**config.mk**
```make
export PLATFORM = sky130hd
export DESIGN_NAME = motor_drive_run_stop_sequencer
export DESIGN_NICKNAME = d
export VERILOG_FILES = /design/src/mdrs_pkg.sv /design/src/mdrs_cfg.sv /design/src/mdrs_core.sv /design/src/motor_drive_run_stop_sequencer.sv
export SDC_FILE = /design/constraint.sdc
export NUM_CORES = 1
export LEC_CHECK = 0
export BUFFER_PORTS_ARGS = -buffer_cell sky130_fd_sc_hd__clkbuf_2
export CORE_MARGIN = 2
export CORE_UTILIZATION = 30
export DETAILED_ROUTE_END_ITERATION = 12
export SLEW_MARGIN = 20
export SYNTH_ARGS = -nofsm -noshare
export SYNTH_HDL_FRONTEND = slang
export SYNTH_SLANG_ARGS = --single-unit
export TNS_END_PERCENT = 10
```
**constraint.sdc**
```tcl
create_clock -name clk -period 6.85 [get_ports clk]
set_input_delay 0.3425 -clock clk [delete_from_list [all_inputs] [get_ports clk]]
set_output_delay 0.3425 -clock clk [all_outputs]
set_load 0.03 [all_outputs]
```
**src/mdrs_pkg.sv**
```systemverilog
// Shared types and constants of the motor drive run/stop sequencer.
package mdrs_pkg;

    // Event codes carried in the input tuser field
    localparam logic [1:0] OP_TICK  = 2'd0;
    localparam logic [1:0] OP_ESTOP = 2'd1;
    localparam logic [1:0] OP_TRIP  = 2'd2;

    // Configuration register indexes
    localparam int CFG_INDEX_W = 3;
    localparam logic [CFG_INDEX_W-1:0] REG_DC_BRAKE_DELAY      = 3'd0;
    localparam logic [CFG_INDEX_W-1:0] REG_BRAKE_RELEASE_DELAY = 3'd1;
    localparam logic [CFG_INDEX_W-1:0] REG_BRAKE_HOLD_DELAY    = 3'd2;
    localparam logic [CFG_INDEX_W-1:0] REG_MOTOR_MOVE_DELAY    = 3'd3;
    localparam logic [CFG_INDEX_W-1:0] REG_TORQUE_DECAY_TIME   = 3'd4;
    localparam logic [CFG_INDEX_W-1:0] REG_CLOSED_LOOP_MODE    = 3'd5;
    localparam logic [CFG_INDEX_W-1:0] REG_SOFTCHARGE_HOLD     = 3'd6;
    localparam logic [CFG_INDEX_W-1:0] REG_PM_VECTOR_MODE      = 3'd7;

    // Power-up delay: regulator reset fires at INIT_TICKS >> INIT_SHIFT
    localparam int INIT_SHIFT = 3;

    // Bit positions in the status flag word
    localparam int FLAG_W     = 7;
    localparam int F_BRAKE    = 0;
    localparam int F_INHIBIT  = 1;
    localparam int F_RELAY    = 2;
    localparam int F_STOPPING = 3;
    localparam int F_DECAY    = 4;
    localparam int F_SERVO    = 5;
    localparam int F_SCTEST   = 6;

    typedef enum logic [2:0] {
        PH_INIT   = 3'd0,
        PH_ACTIVE = 3'd1,
        PH_STOP   = 3'd2,
        PH_TRIP   = 3'd3,
        PH_CHECK  = 3'd4,
        PH_TUNE   = 3'd5,
        PH_NONE   = 3'd6
    } phase_t;

    typedef enum logic [1:0] {
        LINK_NONE       = 2'd0,
        LINK_CONNECT    = 2'd1,
        LINK_DISCONNECT = 2'd2
    } link_t;

    // Mode bits from the configuration registers
    typedef struct packed {
        logic closed_loop;
        logic softcharge_hold;
        logic pm_vector;
    } mode_t;

    // One input item
    typedef struct packed {
        logic [1:0] op;
        logic       ref_speed_nonzero;
        logic       desired_speed_nonzero;
        logic       drive_enabled;
        logic       motor_connected;
        logic       brake_open_allowed;
        logic       short_check_done;
        logic       any_fault;
        logic       undervoltage;
        logic       tune_requested;
    } item_t;

    // One result item
    typedef struct packed {
        phase_t drive_phase;
        logic   brake_open;
        logic   output_inhibit;
        logic   charge_relay_closed;
        logic   stopping;
        logic   torque_decay_on;
        logic   zero_servo_on;
        logic   short_test_active;
        link_t  motor_link_cmd;
        logic   regulator_reset;
        logic   ready_for_brake;
        logic   clear_tune_request;
    } res_t;

endpackage

```
**src/mdrs_cfg.sv**
```systemverilog
// Configuration register file of the run/stop sequencer.
module mdrs_cfg #(
    parameter int DELAY_WIDTH = 16
) (
    input  logic                               clk,
    input  logic                               rst_n,
    input  logic                               wr_en,
    input  logic [mdrs_pkg::CFG_INDEX_W-1:0]   wr_index,
    input  logic [DELAY_WIDTH-1:0]             wr_data,
    output logic [DELAY_WIDTH-1:0]             dc_brake_delay,
    output logic [DELAY_WIDTH-1:0]             brake_release_delay,
    output logic [DELAY_WIDTH-1:0]             brake_hold_delay,
    output logic [DELAY_WIDTH-1:0]             motor_move_delay,
    output logic [DELAY_WIDTH-1:0]             torque_decay_time,
    output mdrs_pkg::mode_t                    mode,
    output logic                               relay_clr
);
    import mdrs_pkg::*;

    logic [DELAY_WIDTH-1:0] dc_brake_reg;
    logic [DELAY_WIDTH-1:0] release_reg;
    logic [DELAY_WIDTH-1:0] hold_reg;
    logic [DELAY_WIDTH-1:0] move_reg;
    logic [DELAY_WIDTH-1:0] decay_reg;
    mode_t                  mode_reg;

    // Decode writes into the register file
    always_ff @(posedge clk or negedge rst_n)
    begin
        if (!rst_n)
        begin
            dc_brake_reg <= '0;
            release_reg  <= '0;
            hold_reg     <= '0;
            move_reg     <= '0;
            decay_reg    <= '0;
            mode_reg     <= '0;
        end
        else if (wr_en)
        begin
            unique case (wr_index)
                REG_DC_BRAKE_DELAY:      dc_brake_reg             <= wr_data;
                REG_BRAKE_RELEASE_DELAY: release_reg              <= wr_data;
                REG_BRAKE_HOLD_DELAY:    hold_reg                 <= wr_data;
                REG_MOTOR_MOVE_DELAY:    move_reg                 <= wr_data;
                REG_TORQUE_DECAY_TIME:   decay_reg                <= wr_data;
                REG_CLOSED_LOOP_MODE:    mode_reg.closed_loop     <= wr_data[0];
                REG_SOFTCHARGE_HOLD:     mode_reg.softcharge_hold <= wr_data[0];
                REG_PM_VECTOR_MODE:      mode_reg.pm_vector       <= wr_data[0];
            endcase
        end
    end

    // Setting softcharge hold opens the charge relay
    assign relay_clr = wr_en && (wr_index == REG_SOFTCHARGE_HOLD) && wr_data[0];

    assign dc_brake_delay      = dc_brake_reg;
    assign brake_release_delay = release_reg;
    assign brake_hold_delay    = hold_reg;
    assign motor_move_delay    = move_reg;
    assign torque_decay_time   = decay_reg;
    assign mode                = mode_reg;

endmodule

```
**src/mdrs_core.sv**
```systemverilog
// Phase state, sequencing counters and the per-item next-state logic.
module mdrs_core #(
    parameter int INIT_TICKS  = 3000,
    parameter int DELAY_WIDTH = 16
) (
    input  logic                   clk,
    input  logic                   rst_n,
    input  logic                   step,
    input  mdrs_pkg::item_t        item,
    input  logic [DELAY_WIDTH-1:0] dc_brake_delay,
    input  logic [DELAY_WIDTH-1:0] brake_release_delay,
    input  logic [DELAY_WIDTH-1:0] brake_hold_delay,
    input  logic [DELAY_WIDTH-1:0] motor_move_delay,
    input  logic [DELAY_WIDTH-1:0] torque_decay_time,
    input  mdrs_pkg::mode_t        mode,
    input  logic                   relay_clr,
    output mdrs_pkg::res_t         res
);
    import mdrs_pkg::*;

    localparam int INIT_W    = $clog2(INIT_TICKS + 1);
    localparam int INIT_MARK = INIT_TICKS >> INIT_SHIFT;

    typedef struct packed {
        phase_t                 phase;
        logic [FLAG_W-1:0]      flags;
        logic [INIT_W-1:0]      init_cnt;
        logic [DELAY_WIDTH-1:0] release_cnt;
        logic [DELAY_WIDTH:0]   dc_cnt;
        logic [DELAY_WIDTH-1:0] hold_cnt;
        logic [DELAY_WIDTH:0]   move_cnt;
        logic [DELAY_WIDTH-1:0] decay_cnt;
    } state_t;

    typedef struct packed {
        state_t st;
        link_t  link;
        logic   reg_rst;
        logic   ready;
        logic   clr_tune;
    } work_t;

    // Phase sits in the top bits of the state word
    localparam int ST_W = $bits(state_t);

    state_t state_reg;
    state_t state_next;
    work_t  w;

    // Enter the stop phase
    function automatic work_t enter_stop(work_t a, logic des);
        work_t r;
        r = a;
        r.st.phase               = PH_STOP;
        r.st.flags[F_RELAY]      = 1'b1;
        r.st.flags[F_STOPPING]   = 1'b1;
        r.st.flags[F_SERVO]      = 1'b0;
        r.st.hold_cnt            = '0;
        r.st.move_cnt            = '0;
        if (des)
        begin
            r.st.flags[F_INHIBIT] = 1'b1;
            r.st.flags[F_BRAKE]   = 1'b0;
            r.st.flags[F_DECAY]   = 1'b0;
            r.link                = LINK_DISCONNECT;
            r.reg_rst             = 1'b1;
        end
        else
        begin
            r.st.dc_cnt      = '0;
            r.st.release_cnt = '0;
            r.st.decay_cnt   = '0;
        end
        return r;
    endfunction

    // Enter the active phase; a low enable runs the stop entry first
    function automatic work_t enter_active(work_t a, logic en, logic des);
        work_t r;
        r = a;
        r.st.flags[F_DECAY] = 1'b0;
        if (!en)
            r = enter_stop(r, des);
        r.st.flags[F_STOPPING] = 1'b1;
        r.st.phase             = PH_ACTIVE;
        r.st.flags[F_INHIBIT]  = 1'b0;
        r.st.hold_cnt          = '0;
        r.st.flags[F_BRAKE]    = 1'b1;
        return r;
    endfunction

    // Enter the tune phase; a low enable runs the stop entry first
    function automatic work_t enter_tune(work_t a, logic en, logic des);
        work_t r;
        r = a;
        if (!en)
            r = enter_stop(r, des);
        r.st.flags[F_STOPPING] = 1'b0;
        r.st.flags[F_INHIBIT]  = 1'b0;
        r.link                 = LINK_CONNECT;
        r.st.phase             = PH_TUNE;
        return r;
    endfunction

    // Output shut-off at the end of a stop
    function automatic work_t finish_stop(work_t a);
        work_t r;
        r = a;
        r.st.dc_cnt            = a.st.dc_cnt + 1'b1;
        r.st.flags[F_INHIBIT]  = 1'b1;
        r.st.flags[F_STOPPING] = 1'b0;
        r.link                 = LINK_DISCONNECT;
        r.reg_rst              = 1'b1;
        return r;
    endfunction

    // Work out one item against the current state
    always_comb
    begin
        w.st       = state_reg;
        w.link     = LINK_NONE;
        w.reg_rst  = 1'b0;
        w.ready    = 1'b0;
        w.clr_tune = 1'b0;

        case (item.op)
            OP_TICK:
            begin
                if (w.st.phase == PH_NONE)
                begin
                    w.st.phase    = PH_INIT;
                    w.st.init_cnt = '0;
                end
                unique case (w.st.phase)
                    PH_INIT:
                    begin
                        if (w.st.init_cnt == INIT_W'(INIT_MARK))
                        begin
                            w.st.init_cnt         = w.st.init_cnt + 1'b1;
                            w.st.flags[F_INHIBIT] = 1'b1;
                            w.reg_rst             = 1'b1;
                        end
                        else if (w.st.init_cnt >= INIT_W'(INIT_TICKS))
                            w = enter_stop(w, item.desired_speed_nonzero);
                        else
                            w.st.init_cnt = w.st.init_cnt + 1'b1;
                    end
                    PH_ACTIVE, PH_TUNE:
                    begin
                        if (!item.drive_enabled)
                        begin
                            w = enter_stop(w, item.desired_speed_nonzero);
                            w.clr_tune = (state_reg.phase == PH_TUNE);
                        end
                        if (!item.ref_speed_nonzero && !item.desired_speed_nonzero)
                        begin
                            w = enter_stop(w, item.desired_speed_nonzero);
                            w.clr_tune = w.clr_tune || (state_reg.phase == PH_TUNE);
                        end
                    end
                    PH_STOP:
                    begin
                        // Release delay, DC braking, optional torque decay
                        if (w.st.release_cnt < brake_release_delay)
                            w.st.release_cnt = w.st.release_cnt + 1'b1;
                        else
                        begin
                            w.st.flags[F_BRAKE] = 1'b0;
                            if (w.st.dc_cnt < {1'b0, dc_brake_delay})
                                w.st.dc_cnt = w.st.dc_cnt + 1'b1;
                            else if (w.st.dc_cnt == {1'b0, dc_brake_delay})
                            begin
                                if (mode.closed_loop)
                                begin
                                    if (w.st.decay_cnt == '0)
                                    begin
                                        w.st.flags[F_DECAY] = 1'b1;
                                        w.st.decay_cnt      = w.st.decay_cnt + 1'b1;
                                    end
                                    else if (w.st.decay_cnt < torque_decay_time)
                                        w.st.decay_cnt = w.st.decay_cnt + 1'b1;
                                    else
                                    begin
                                        w = finish_stop(w);
                                        w.st.flags[F_DECAY] = 1'b0;
                                    end
                                end
                                else
                                    w = finish_stop(w);
                            end
                        end
                        if (item.ref_speed_nonzero)
                        begin
                            w.st.phase           = PH_CHECK;
                            w.reg_rst            = 1'b1;
                            w.st.flags[F_SCTEST] = 1'b1;
                        end
                    end
                    PH_TRIP:
                    begin
                        if (item.undervoltage)
                            w.st.flags[F_RELAY] = 1'b0;
                        if (!item.any_fault && !item.undervoltage && !mode.softcharge_hold)
                        begin
                            w.st.flags[F_RELAY] = 1'b1;
                            w = enter_stop(w, item.desired_speed_nonzero);
                        end
                    end
                    PH_CHECK:
                    begin
                        if (item.ref_speed_nonzero)
                        begin
                            w.st.flags[F_INHIBIT] = 1'b0;
                            if (item.short_check_done)
                            begin
                                w.st.flags[F_SCTEST] = 1'b0;
                                if (item.tune_requested)
                                    w = enter_tune(w, item.drive_enabled,
                                                   item.desired_speed_nonzero);
                                else
                                begin
                                    // Start: magnetise, hold brake, open it, go active
                                    w.link = LINK_CONNECT;
                                    if (item.motor_connected)
                                    begin
                                        w.st.flags[F_DECAY]   = 1'b0;
                                        w.st.flags[F_INHIBIT] = 1'b0;
                                        if (mode.pm_vector)
                                            w.st.flags[F_SERVO] = 1'b1;
                                        if (w.st.hold_cnt < brake_hold_delay)
                                            w.st.hold_cnt = w.st.hold_cnt + 1'b1;
                                        else
                                        begin
                                            w.ready = 1'b1;
                                            if (item.brake_open_allowed)
                                            begin
                                                w.st.flags[F_BRAKE] = 1'b1;
                                                if (w.st.move_cnt < {1'b0, motor_move_delay})
                                                    w.st.move_cnt = w.st.move_cnt + 1'b1;
                                                else if (w.st.move_cnt ==
                                                         {1'b0, motor_move_delay})
                                                begin
                                                    w.st.move_cnt = w.st.move_cnt + 1'b1;
                                                    w = enter_active(w, item.drive_enabled,
                                                                 item.desired_speed_nonzero);
                                                end
                                            end
                                        end
                                    end
                                end
                            end
                        end
                        else
                        begin
                            w.st.flags[F_SCTEST] = 1'b0;
                            w = enter_stop(w, item.desired_speed_nonzero);
                        end
                    end
                    default:
                    begin
                        w.st = w.st;
                    end
                endcase
            end
            OP_ESTOP:
            begin
                w.st.flags[F_INHIBIT] = 1'b1;
                w.st.flags[F_BRAKE]   = 1'b0;
                if (w.st.phase != PH_TRIP && w.st.phase != PH_STOP)
                    w = enter_stop(w, item.desired_speed_nonzero);
                w.st.flags[F_STOPPING] = 1'b0;
                w.st.flags[F_DECAY]    = 1'b0;
            end
            OP_TRIP:
            begin
                w.st.phase            = PH_TRIP;
                w.st.flags[F_INHIBIT] = 1'b1;
                w.st.flags[F_BRAKE]   = 1'b0;
                w.st.flags[F_DECAY]   = 1'b0;
                w.link                = LINK_DISCONNECT;
                w.reg_rst             = 1'b1;
            end
            default:
            begin
                w.st = state_reg;
            end
        endcase

        // Advance on a processed item; a softcharge hold write opens the relay
        state_next = step ? w.st : state_reg;
        if (relay_clr)
            state_next.flags[F_RELAY] = 1'b0;
    end

    // Hold state; advance it on each processed item
    always_ff @(posedge clk or negedge rst_n)
    begin
        if (!rst_n)
            state_reg <= {PH_NONE, {(ST_W - $bits(phase_t)){1'b0}}};
        else
            state_reg <= state_next;
    end

    // Result fields after this item
    always_comb
    begin
        res.drive_phase         = w.st.phase;
        res.brake_open          = w.st.flags[F_BRAKE];
        res.output_inhibit      = w.st.flags[F_INHIBIT];
        res.charge_relay_closed = w.st.flags[F_RELAY];
        res.stopping            = w.st.flags[F_STOPPING];
        res.torque_decay_on     = w.st.flags[F_DECAY];
        res.zero_servo_on       = w.st.flags[F_SERVO];
        res.short_test_active   = w.st.flags[F_SCTEST] && (w.st.phase == PH_CHECK);
        res.motor_link_cmd      = w.link;
        res.regulator_reset     = w.reg_rst;
        res.ready_for_brake     = w.ready;
        res.clear_tune_request  = w.clr_tune;
    end

endmodule

```
**src/motor_drive_run_stop_sequencer.sv**
```systemverilog
// Top level of the motor drive run/stop sequencer: stream ports and staging.
//
// One control tick or event per input transfer; each produces exactly one
// result transfer. An item is held in the input register, is worked out
// against the phase and counter state in a single pass, and lands in the
// output register; a new item is taken every cycle while the result side
// keeps up. The phase/counter state update is the only loop. Configuration
// writes are taken at any time (cfg_ready is tied high) and should be made
// only while no item is in flight.
module motor_drive_run_stop_sequencer #(
    parameter int INIT_TICKS  = 3000,
    parameter int DELAY_WIDTH = 16
) (
    input  logic                               clk,
    input  logic                               rst_n,
    // tuser: op[1:0]
    // tdata: ref_speed_nonzero, desired_speed_nonzero, drive_enabled,
    //        motor_connected, brake_open_allowed, short_check_done,
    //        any_fault, undervoltage, tune_requested, zero fill [15:9]
    input  logic                               s_tvalid,
    output logic                               s_tready,
    input  logic [15:0]                        s_tdata,
    input  logic [1:0]                         s_tuser,
    // tdata: drive_phase[2:0], brake_open, output_inhibit,
    //        charge_relay_closed, stopping, torque_decay_on, zero_servo_on,
    //        short_test_active, motor_link_cmd[11:10], regulator_reset,
    //        ready_for_brake, clear_tune_request, zero fill [15]
    output logic                               m_tvalid,
    input  logic                               m_tready,
    output logic [15:0]                        m_tdata,
    input  logic                               cfg_valid,
    output logic                               cfg_ready,
    input  logic [mdrs_pkg::CFG_INDEX_W-1:0]   cfg_index,
    input  logic [DELAY_WIDTH-1:0]             cfg_data
);
    import mdrs_pkg::*;

    logic                   in_valid_reg;
    logic                   in_valid_next;
    item_t                  item_reg;
    logic                   out_valid_reg;
    logic                   out_valid_next;
    res_t                   res_reg;
    res_t                   res;
    logic                   s_xfer;
    logic                   advance;
    logic                   relay_clr;
    mode_t                  mode;
    logic [DELAY_WIDTH-1:0] dc_brake_delay;
    logic [DELAY_WIDTH-1:0] brake_release_delay;
    logic [DELAY_WIDTH-1:0] brake_hold_delay;
    logic [DELAY_WIDTH-1:0] motor_move_delay;
    logic [DELAY_WIDTH-1:0] torque_decay_time;

    // Handshake: process when the output register is free or being drained
    assign advance   = in_valid_reg && (!out_valid_reg || m_tready);
    assign s_tready  = !in_valid_reg || advance;
    assign s_xfer    = s_tvalid && s_tready;
    assign cfg_ready = 1'b1;

    assign in_valid_next  = s_xfer ? 1'b1 : (advance ? 1'b0 : in_valid_reg);
    assign out_valid_next = advance ? 1'b1 : (m_tready ? 1'b0 : out_valid_reg);

    // Control flags
    always_ff @(posedge clk or negedge rst_n)
    begin
        if (!rst_n)
        begin
            in_valid_reg  <= 1'b0;
            out_valid_reg <= 1'b0;
        end
        else
        begin
            in_valid_reg  <= in_valid_next;
            out_valid_reg <= out_valid_next;
        end
    end

    // Capture input item and result payloads
    always_ff @(posedge clk)
    begin
        if (s_xfer)
        begin
            item_reg.op                    <= s_tuser;
            item_reg.ref_speed_nonzero     <= s_tdata[0];
            item_reg.desired_speed_nonzero <= s_tdata[1];
            item_reg.drive_enabled         <= s_tdata[2];
            item_reg.motor_connected       <= s_tdata[3];
            item_reg.brake_open_allowed    <= s_tdata[4];
            item_reg.short_check_done      <= s_tdata[5];
            item_reg.any_fault             <= s_tdata[6];
            item_reg.undervoltage          <= s_tdata[7];
            item_reg.tune_requested        <= s_tdata[8];
        end
        if (advance)
            res_reg <= res;
    end

    mdrs_cfg #(
        .DELAY_WIDTH(DELAY_WIDTH)
    ) u_cfg (
        .clk                (clk),
        .rst_n              (rst_n),
        .wr_en              (cfg_valid && cfg_ready),
        .wr_index           (cfg_index),
        .wr_data            (cfg_data),
        .dc_brake_delay     (dc_brake_delay),
        .brake_release_delay(brake_release_delay),
        .brake_hold_delay   (brake_hold_delay),
        .motor_move_delay   (motor_move_delay),
        .torque_decay_time  (torque_decay_time),
        .mode               (mode),
        .relay_clr          (relay_clr)
    );

    mdrs_core #(
        .INIT_TICKS (INIT_TICKS),
        .DELAY_WIDTH(DELAY_WIDTH)
    ) u_core (
        .clk                (clk),
        .rst_n              (rst_n),
        .step               (advance),
        .item               (item_reg),
        .dc_brake_delay     (dc_brake_delay),
        .brake_release_delay(brake_release_delay),
        .brake_hold_delay   (brake_hold_delay),
        .motor_move_delay   (motor_move_delay),
        .torque_decay_time  (torque_decay_time),
        .mode               (mode),
        .relay_clr          (relay_clr),
        .res                (res)
    );

    // Pack the result transfer
    assign m_tvalid = out_valid_reg;
    assign m_tdata  = {1'b0,
                       res_reg.clear_tune_request,
                       res_reg.ready_for_brake,
                       res_reg.regulator_reset,
                       res_reg.motor_link_cmd,
                       res_reg.short_test_active,
                       res_reg.zero_servo_on,
                       res_reg.torque_decay_on,
                       res_reg.stopping,
                       res_reg.charge_relay_closed,
                       res_reg.output_inhibit,
                       res_reg.brake_open,
                       res_reg.drive_phase};

endmodule
```
==> Word-level counts from Yosys, hierarchy flattened <==
Index checks and enable logic that the tools add are counted.
{ "totals": {"wordCells": 249, "out_inout_bits": 19, "reg_bits": 215} }
{ "op_classes": {"add_sub_neg": 6, "muxes": 101, "eq_ne": 51, "n_lt_le_gt_ge": 6, "n_reduce_logical": 43, "bitwise": 1} }
{ "op_table": {"columns": ["op", "count"], "rows": [
  ["two-way mux 109 bit", 25],
  ["one-hot mux 104 bit (5 select lines)", 1],
  ["two-way mux 105 bit", 2],
  ["two-way mux 104 bit", 2],
  ["one-hot mux 94 bit (2 select lines)", 1],
  ["two-way mux 71 bit", 2],
  ["two-way mux 97 bit", 1],
  ["two-way mux 16 bit", 6],
  ["two-way mux 87 bit", 1],
  ["two-way mux 84 bit", 1],
  ["two-way mux 83 bit", 1],
  ["two-way mux 82 bit", 1],
  ["two-way mux 38 bit", 2],
  ["two-way mux 33 bit", 2],
  ["two-way mux 55 bit", 1],
  ["two-way mux 54 bit", 1],
  ["adder 16 x 1 -> 16 bit (second input constant)", 3],
  ["less-than comparator 16 bit", 3],
  ["two-way mux 12 bit", 4],
  ["AND reduction 15 bit", 3],
  ["adder 17 x 1 -> 17 bit (second input constant)", 2],
  ["== test 17 x 16 -> 1 bit", 2],
  ["less-than comparator 17 x 16 -> 1 bit", 2],
  ["two-way mux 17 bit", 2],
  ["other kinds (47)", 137]
]} }

==> Longest topological paths before layout <==
Gate-level depths: netlist of the first run.
{ "logic_depth": {"ltp_word": 29, "ltp_mapped": 13} }

==> By module <==
Synthesis of the first run repeated with hierarchy kept, for this count alone.
{ "unflattened": {"hier_cells": 1422, "hier_area_um2": 13490.4} }
{ "modules_own_cells": {"columns": ["mod", "instances", "area_per_inst_um2", "seq_area_each_um2", "cells_per_inst"], "rows": [
  ["mdrs_core", 1, 9357.7, 2605.0, 1198],
  ["mdrs_cfg", 1, 3225.6, 2077.0, 186],
  ["motor_drive_run_stop_sequencer", 1, 907.1, 830.8, 38]
]} }

==> Worst setup path after synthesis of the first run <==
No wires, ideal clock.
{ "synth_path": {"path_type": "flip-flop to flip-flop", "startpoint": "reg u_core.state_reg[29] (netlist name)", "endpoint": "reg u_core.state_reg[74] (netlist name)", "setup_ps": 121, "setup_slack_ps": 4029, "arrival_time_ps": 2700, "n_path_buf": 1, "period_less_slack_ps": 2821, "path_stages_with_launch": 12, "cell_sequence": "dfrtp_1 > ha_1 > nand4b_4 > nor4_2 > and4_1 > o211a_1 > a21oi_2 > a311oi_2 > nand2_1 > a31o_1 > buf_6 > a22o_1"} }
{ "synth_between": {"elab_chain_len": 3, "elab_cells_between_ends": 5} }
{ "synth_lines": {"columns": ["item", "line_no", "rtl"], "rows": [
  ["from (decl)", "mdrs_core.sv:46", "state_t state_reg;"],
  ["from (signal assigned)", "mdrs_core.sv:299", "state_reg <= {PH_NONE, {(ST_W - $bits(phase_t)){1'b0}}};"],
  ["from (signal assigned)", "mdrs_core.sv:301", "state_reg <= state_next;"],
  ["less-than comparator 17 x 16 -> 1 bit / == test 17 x 16 -> 1 bit (equally long branches)", "mdrs_core.sv:238, mdrs_core.sv:240", null],
  ["!= test 5 bit (no source line) / != test 5 x 4 -> 1 bit (equally long branches)", null, null],
  ["AND reduction 15 bit (no source line) *", null, null]
]} }
Every way passes the cells marked *; elsewhere a longest branch is shown, timed or not.
A chain may end at the register's enable or synchronous reset.

==> Final worst setup path of the first run <==
{ "layout_path": {"startpoint": "reg item_reg[10] (netlist name)", "endpoint": "reg u_core.state_reg[81] (netlist name)"} }
{ "layout_between": {"elab_chain_len": 3, "elab_cells_between_ends": 18} }
{ "layout_lines": {"columns": ["item", "line_no", "rtl"], "rows": [
  ["from (decl)", "motor_drive_run_stop_sequencer.sv:40", "item_t item_reg;"],
  ["zero test 2 bit / == test 2 x 1 -> 1 bit (equally long branches)", "mdrs_core.sv:126", "case (item.op)"],
  ["!= test 6 bit (no source line), or another cell as far along", null, null],
  ["AND reduction 15 bit (no source line)", null, null]
]} }
Parallel ways exist; a longest one is shown, timed or not.

==> run_results.csv, run 1 <==
group,metric,value,unit
power,power_leakage,6.50,nW
yosys,synthFlopType,"dfrtp_1",
sta,drv_slew,0,
die,floorplan.io_pins,61,
power,powerDensity,261,nW/um^2
sta,fin_crit_sh,0.616,
die,dieArea,45400,um^2
clocking,insertion_delay,0.56,ns
setup_path,cp_data_required_time,7.31,ns
yosys,synth_edf_count,26,
sta,fmax,237,MHz
die,die_h,213,um
setup_path,crit_path_start_kind,"flip-flop",
yosys,syn_inst,1516,
min_path,min_path_type,"in -> reg",
sta,rsz0062_at_grt,"no",
clocking,clk_pin_slew_worst_paths,0.06,ns
power,ir_drop,174,uV
setup_path,crit_type,"reg -> reg",
placement,routabilityCongestion,0.888,
clocking,clock-sinks,215,
job,cap_violations,0,
layout,final_common_cell,"nand2_1",
layout,drive_gt1_frac,0.0947,
sta,min_period,4.22,ns
run_status,run_status,"finished clean",
sta,setup_viol,0,
global_route,antenna_found_initial,1,
sta,max_slew_margin,0.254,
die,die_x,213,um
layout,final_cell_mix,"nand2_1 (237), dfrtp_1 (187), o21ai_0 (168), inv_1 (114), nor2_1 (95)",
detailed_routing,drt_iter0_drc,972,
clocking,cts_root_buf,"clkbuf_16",
detailed_routing,drc,0,
global_route,grt_max_degree,122,
die,core,43100,um^2
sta,final.setup.tns,0,ns
detailed_routing,drt_wl_total,36.3,mm
placement,numPortBuffers,51,
sta,hold_violations,0,
setup_path,endpoint_kind,"flip-flop",
sta,worst_slew_pin_slew,1.11,ns
layout,largest_register_ffs,104,
yosys,syn_nets,1648,
die,rows,76,
clocking,clock_path_buffers,3,
detailed_routing,dr.pass1.iters,5,
clocking,cts_tree,"yes",
detailed_routing,wl_per_cell,16.8,um
layout,areaGrowthSynthToFinish,14.2,%
layout,final_core_util,0.348,
global_route,grt_pass1_wl,58.7,mm
yosys,synth.avg_cell_area,8.65,um^2
placement,hpwlAfterDp,25.5,mm
detailed_routing,vias_per_cell,5.30,
layout,antenna_cells,0,
detailed_routing,vias,11400,
yosys,ys_ff_latch,215,
placement,place_ws,2.66,ns
layout,num-nets-final,1685,
power,power,3.91,mW
sta,hold_slack,0.119,ns
setup_path,critical_path.max_fanout,22,
die,initial_utilization,0.304,
yosys,synth_area,13100,um^2
sta,timing.final.ws_setup,2.63,ns
yosys,synth-async-reset-ratio,0.879,
yosys,yosysWarnings,0,
yosys,synth_seq_area_share,0.420,
global_route,grt_pass1_vias,10900,
global_route,track_usage,0.162,
clocking,htreeDepth,1,
global_route,grt-ovfl-total,0,
clocking,cts_buffers,26,
setup_path,critPathArrivalTime,4.68,ns
sta,finalClockSkew,0.0303,ns
yosys,synth_cell_types,84,
detailed_routing,drtAntennaViolNets,0,
logic make-up after synthesis:
group,share of synthesized area
and+or+nand+nor,0.204
AOI/OAI and AO/OA,0.194
DFF,0.420
buffers and inverters,0.0548
adders and majority gates,0.0859
xor gates and xnor gates,0.0200
muxes,0.0209
other,0.000573
metal layers:
metal | vias up | track usage | wire [um]
li1 | 5433 | - | -
met1 | 5575 | 0.222 | 16800
met2 | 369 | 0.260 | 16400
met3 | 65 | 0.0256 | 2150
met4 | 0 | 0.0506 | 1030
met5 | - | 0 | 0
where the power goes:
part	internal [mW]	switching (mW)	total [mW]
registers	1.46	0.131	1.60
logic	0.311	0.534	0.845
clock network	0.889	0.579	1.47
total	2.66	1.24	3.91
Yosys cell counts, drive strengths merged (17+ instances only):
| cell | count | area (um^2) |
|---|---|---|
| inv | 114 | 428 |
| nand2 | 238 | 896 |
| nor3 | 21 | 105 |
| nor2 | 95 | 357 |
| edfxtp | 26 | 781 |
| nand3 | 55 | 275 |
| clkbuf | 47 | 178 |
| o21ai | 181 | 913 |
| mux2 | 19 | 214 |
| a31oi | 23 | 150 |
| and3 | 28 | 175 |
| nand2b | 21 | 131 |
| a21oi | 94 | 474 |
| ha | 90 | 1130 |
| dfrtp | 187 | 4680 |
| or3 | 17 | 106 |
| buf | 18 | 109 |
final timing paths:
check | startpoint | to | slack (ns) | depth (start not counted)
worst max-delay path | item_reg[10] | u_core.state_reg[81] | 2.63 | 10
min in group asynchronous | rst_n | u_cfg.brake_hold_delay[9] | 0.29 | 2
max in group asynchronous | rst_n | u_core.state_reg[82] | 4.90 | 4
worst min-delay path | m_tready | in_valid_reg | 0.12 | 3
worst min register to register | u_cfg.motor_move_delay[12] | u_cfg.motor_move_delay[12] | 0.51 | 1
worst max register to register | item_reg[10] | u_core.state_reg[81] | 2.63 | 10
cell type report:
| class | count | area [um^2] |
|---|---|---|
| flip-flops and latches | 215 | 5510 |
| fillers | 4398 | 28100 |
| clock buffers | 31 | 669 |
| clock inverters | 17 | 230 |
| well taps | 585 | 732 |
| inverters | 115 | 432 |
| multi-input cells | 1121 | 6910 |
| repair buffers | 74 | 489 |
what timing repair did:
item / CTS / global route
resized for setup: 0 / 0
hold buffers: 13 / 0
hold endpoints to repair: 31 / 0
setup buffers: 0 / 0
worst max-delay path, stage by stage, from the launching register on:
cell	delay [ns]
edfxtp_1	0.44
inv_1	0.12
ha_1	0.81
nor2_1	0.17
or3_1	0.45
o21bai_4	0.23
a21o_4	0.22
nor4_4	0.76
and2_1	0.66
o211ai_1	0.16
o21ai_0	0.12
metrics by stage:
| stage | cells | area [um^2] |
|---|---|---|
| 2_1_floorplan | 1516 | 13100 |
| 3_3_place_gp | 2096 | 13900 |
| 3_5_place_dp | 2096 | 13900 |
| 4_1_cts | 2157 | 14900 |
| 5_1_grt | 2158 | 15000 |
| 6_report | 2158 | 15000 |
Power figures use the tool's default switching activity.
==> inputs of run 2 (changes only) <==
==> constraint.sdc (replaced) <==
create_clock -name clk -period 4.1 [get_ports clk]
set_input_delay 0.205 -clock clk [delete_from_list [all_inputs] [get_ports clk]]
set_output_delay 0.205 -clock clk [all_outputs]
set_load 0.03 [all_outputs]
==> run_results.csv, run 2 (synthesis results as in run 1) <==
group,metric,value,unit
run_status,run_status,"finished clean",
die,die_h,213,um
detailed_routing,dr.pass1.iters,5,
placement,numPortBuffers,51,
clocking,clk_pin_slew_worst_paths,0.06,ns
layout,num-nets-final,1700,
die,core,43100,um^2
layout,fillers,4393,
placement,place_area,14000,um^2
detailed_routing,drc,0,
detailed_routing,drt_iter0_drc,987,
detailed_routing,drtAntennaViolNets,0,
global_route,grt_max_degree,109,
setup_path,critical_path.max_fanout,25,
power,power_leakage,6.59,nW
sta,max_slew_margin,0.352,
global_route,grt_pass1_wl,59.1,mm
die,initial_utilization,0.304,
layout,antenna_cells,0,
clocking,clock-sinks,215,
setup_path,crit_path_start_kind,"flip-flop",
detailed_routing,vias,11300,
layout,areaGrowthSynthToFinish,15.2,%
setup_path,crit_type,"reg -> reg",
detailed_routing,drt_wl_total,36.3,mm
layout,final_common_cell,"nand2_1",
detailed_routing,vias_per_cell,5.23,
setup_path,cp_data_required_time,4.52,ns
power,ir_drop,331,uV
die,dieArea,45400,um^2
clocking,cts_tree,"yes",
global_route,grt-ovfl-total,0,
sta,hold_violations,0,
layout,stdcell_area,15100,um^2
clocking,cts_buffers,26,
layout,multi_input_area,6900,um^2
clocking,post_cts_buffers,0,
sta,min_period,3.67,ns
global_route,grt_pass1_vias,11000,
layout,final-seq-area,5510,um^2
sta,worst_slew_pin_slew,0.967,ns
die,rows,76,
power,powerDensity,437,nW/um^2
layout,final_cell_mix,"nand2_1 (237), dfrtp_1 (187), o21ai_0 (168), inv_1 (114), nor2_1 (95)",
clocking,clock_path_buffers,3,
detailed_routing,wl_per_cell,16.7,um
placement,hpwlAfterDp,25.9,mm
sta,fmax,273,MHz
die,floorplan.io_pins,61,
die,die_x,213,um
sta,fin_crit_sh,0.895,
placement,routabilityCongestion,0.883,
sta,rsz0062_at_grt,"no",
layout,drive_gt1_frac,0.103,
clocking,insertion_delay,0.55,ns
setup_path,critPathArrivalTime,4.09,ns
min_path,min_path_type,"in -> reg",
clocking,htreeDepth,1,
sta,final.setup.tns,0,ns
clocking,post_cts.resized_instances,0,
clocking,cts_hold_buf,17,
layout,largest_register_ffs,104,
setup_path,endpoint_kind,"flip-flop",
sta,finalClockSkew,0.0139,ns
job,cap_violations,0,
global_route,antenna_found_initial,0,
clocking,cts_root_buf,"clkbuf_16",
sta,drv_slew,0,
global_route,track_usage,0.163,
sta,setup_viol,0,
-- run 2: cell count changes in the layout (fill, tap and decap cells not counted), moves of 2 or more --
cell and delta:
buf_4 +11, dlygate4sd3_1 +4, clkbuf_1 -3, clkbuf_8 +3, clkinv_1 -3, clkinv_2 +2, clkinv_4 -2
-- run 2: final cells by class --
class	instances	area share
Timing Repair Buffer	89	0.0400
Clock inverter	14	0.0134
Multi-Input combinational cell	1121	0.457
Inverter	115	0.0286
Sequential cell	215	0.365
Clock buffer	32	0.0479
Tap cell	585	0.0484
-- run 2: power breakdown --
part / leakage (nW) / internal [mW] / switching, mW
Sequential: 2.68 / 2.45 / 0.236
Combinational: 3.45 / 0.536 / 0.881
Clock: 0.451 / 1.56 / 0.940
-- run 2: critical path, stage by stage, from the launching register on --
cell      delay, ns
dfstp_2        0.83
nor2b_1        0.51
or3_1          0.32
a31o_2         0.20
nand2_1        0.11
a21o_4         0.25
a311oi_2       0.40
nand2_1        0.43
a21oi_1        0.38
o21ai_0        0.11
-- run 2: final timing paths --
kind,from,endpoint,slack (ns),cells after the start
max,u_core.state_reg[102],u_core.state_reg[15],0.43,9
max in group asynchronous,rst_n,m_tvalid,2.75,3
max reg2reg,u_core.state_reg[102],u_core.state_reg[15],0.43,9
min in group asynchronous,rst_n,u_cfg.brake_hold_delay[7],0.36,2
min reg2reg,u_cfg.brake_hold_delay[0],u_cfg.brake_hold_delay[0],0.51,1
min,cfg_data[4],u_cfg.brake_hold_delay[4],0.03,3
-- run 2: through the flow --
step	total power, mW	setup slack, ns	hold WS [ns]	utilization	instances
6_report	6.60	0.431	0.0324	0.351	2171
3_5_place_dp	4.11	0.561	0.384	0.325	2108
5_1_grt	6.98	0.229	0.0453	0.351	2171
2_1_floorplan	3.66	1.28	-0.0906	-	1516
4_1_cts	6.65	0.560	0.0159	0.351	2171
3_3_place_gp	4.05	0.622	0.387	0.325	2108
-- run 2: per-layer routing --
metal | routed length, um | track usage
met2 | 16600 | 0.263
met3 | 1490 | 0.0184
met5 | 0 | 0
met1 | 17200 | 0.228
met4 | 973 | 0.0499
==> inputs of run 3 (changes only) <==
==> constraint.sdc (replaced) <==
create_clock -name clk -period 3.2 [get_ports clk]
set_input_delay 0.16 -clock clk [delete_from_list [all_inputs] [get_ports clk]]
set_output_delay 0.16 -clock clk [all_outputs]
set_load 0.03 [all_outputs]
==> run_results.csv, run 3 (synthesis results as in run 1) <==
group,metric,value,unit
global_route,track_usage,0.167,
layout,stdcell_count,2235,
detailed_routing,vias_per_cell,5.18,
die,dieArea,45400,um^2
sta,worst_slew_pin_slew,0.934,ns
global_route,grt_pass1_vias,11100,
setup_path,r2r_end,"u_core.state_reg[63]",
sta,min_period,3.06,ns
detailed_routing,drc,0,
power,powerDensity,549,nW/um^2
min_path,min_path_type,"in -> reg",
run_status,run_status,"finished clean",
die,die_x,213,um
clocking,cts_buffers,26,
placement,numPortBuffers,51,
layout,largest_register_ffs,104,
min_path,min-delay-start,"cfg_data[15]",
clocking,htreeDepth,1,
power,power_leakage,6.90,nW
job,cap_violations,0,
setup_path,critPathBufInv,1,
power,power,8.63,mW
setup_path,endpoint_kind,"flip-flop",
die,rows,76,
sta,timing.final.ws_setup,0.144,ns
die,floorplan.io_pins,61,
clocking,clk_pin_slew_worst_paths,0.06,ns
layout,num-nets-final,1762,
placement,routabilityCongestion,0.931,
sta,fmax,327,MHz
setup_path,critical_path.max_fanout,6,
layout,antenna_cells,0,
layout,final_core_util,0.365,
sta,rsz0062_at_grt,"no",
setup_path,worst_r2r_path_depth,9,
setup_path,r2r-start,"u_core.state_reg[57]",
setup_path,cp_data_required_time,3.65,ns
sta,drv_slew,0,
setup_path,cp_cell_sequence,"ha_1 > nand4_1 > nor2_1 > inv_1 > or4_1 > nand3b_1 > a211o_1 > or4_1 > o311ai_1",
die,core,43100,um^2
setup_path,critPathArrivalTime,3.51,ns
setup_path,crit_type,"reg -> reg",
detailed_routing,drtAntennaViolNets,0,
global_route,grt_pass1_wl,60.7,mm
power,ir_drop,393,uV
clocking,cts_tree,"yes",
sta,setup_viol,0,
placement,place_area,14400,um^2
placement,placed_cells,2155,
clocking,insertion_delay,0.56,ns
sta,fin_crit_sh,0.955,
die,initial_utilization,0.304,
clocking,cts_root_buf,"clkbuf_16",
die,die_h,213,um
clocking,clock_path_buffers,3,
layout,final_cell_mix,"nand2_1 (237), dfrtp_1 (187), o21ai_0 (168), inv_1 (114), nor2_1 (94)",
layout,stdcell_area,15700,um^2
sta,max_slew_margin,0.374,
layout,final_common_cell,"nand2_1",
setup_path,crit_path_start_kind,"flip-flop",
setup_path,cpLargestDelayFamily,"simple AND/OR/NAND/NOR gates",
detailed_routing,vias,11600,
setup_path,max_stage_delay,0.54,ns
placement,place_ws,-0.0257,ns
sta,hold_violations,0,
sta,finalClockSkew,0.00966,ns
detailed_routing,dr.pass1.iters,7,
setup_path,cpMaxStageDelayCell,"or4_1",
detailed_routing,drt_wl_total,37.8,mm
min_path,holdPathStages,3,
global_route,antenna_found_initial,0,
layout,drive_gt1_frac,0.132,
global_route,grt-ovfl-total,0,
layout,areaGrowthSynthToFinish,19.9,%
global_route,grt_max_degree,97,
setup_path,regToRegSetupSlack,0.14,ns
min_path,holdPathEnd,"u_cfg.brake_hold_delay[15]",
placement,hpwlAfterDp,27.3,mm
clocking,clock-sinks,215,
detailed_routing,wl_per_cell,16.9,um
detailed_routing,drt_iter0_drc,861,
setup_path,crit_top_cell,"or4_1",
## run 3: cell count changes in the layout (fill, tap and decap cells not counted), moves of 2 or more
cell / change
buf_4: +44
dlygate4sd3_1: +14
buf_12: +4
a21oi_1: -2
clkbuf_1: +2
clkinv_2: -2
inv_6: +2
## run 3: how the worst max path moves through the flow
| stage | from | end | slack [ns] | cells after the start |
|---|---|---|---|---|
| 2_1_floorplan | u_core.state_reg[29] | u_core.state_reg[74] | 0.38 | 11 |
| 3_3_place_gp | u_cfg.motor_move_delay[14] | u_core.state_reg[70] | 0.09 | 11 |
| 3_5_place_dp | u_cfg.motor_move_delay[15] | u_core.state_reg[73] | -0.03 | 11 |
| 4_1_cts | u_core.state_reg[30] | u_core.state_reg[46] | -0.002 | 10 |
| 5_1_grt | u_cfg.motor_move_delay[8] | m_tdata[9] | 0.002 | 12 |
| 6_report | u_core.state_reg[57] | u_core.state_reg[63] | 0.14 | 9 |
## run 3: worst min-delay path, cell delays in order
cell and delay [ns]:
clkbuf_2 0.21, nand2_1 0.10, o21ai_0 0.07
## run 3: report_power, final
part	total (mW)	internal, mW	switching, mW
clock network	3.24	1.98	1.26
logic	2.00	0.789	1.21
registers	3.39	3.13	0.252
## run 3: area by class of cell
cell class | instances | area (um^2)
flip-flops and latches | 215 | 5510
inverters | 115 | 432
clock inverters | 15 | 226
well taps | 585 | 732
fillers | 4354 | 27400
clock buffers | 33 | 707
repair buffers | 151 | 1150
multi-input cells | 1121 | 6960
## run 3: stage by stage
stage | hold slack (ns) | setup TNS, ns
floorplan | -0.136 | 0
global placement | 0.194 | 0
detailed placement | 0.186 | -0.148
CTS | 0.00577 | -0.00151
global route | 0.0320 | 0
finish | 0.0238 | 0
## run 3: timing repair
action / CTS / global route
endpoints found under the hold margin: 124 / 0
hold buffers: 31 / 0
resized for setup: 1 / 10
pin swaps: 0 / 4
gates cloned: 0 / 0
setup endpoints to repair: 13 / 66
setup buffers: 0 / 1
## run 3: per-layer routing
| layer | vias up | share of wire | routed length (um) | track usage |
|---|---|---|---|---|
| li1 | 5596 | - | - | - |
| met1 | 5644 | 0.47 | 17700 | 0.231 |
| met2 | 273 | 0.46 | 17300 | 0.271 |
| met3 | 58 | 0.047 | 1760 | 0.0238 |
| met4 | 0 | 0.027 | 1030 | 0.0487 |
| met5 | - | 0 | 0 | 0 |
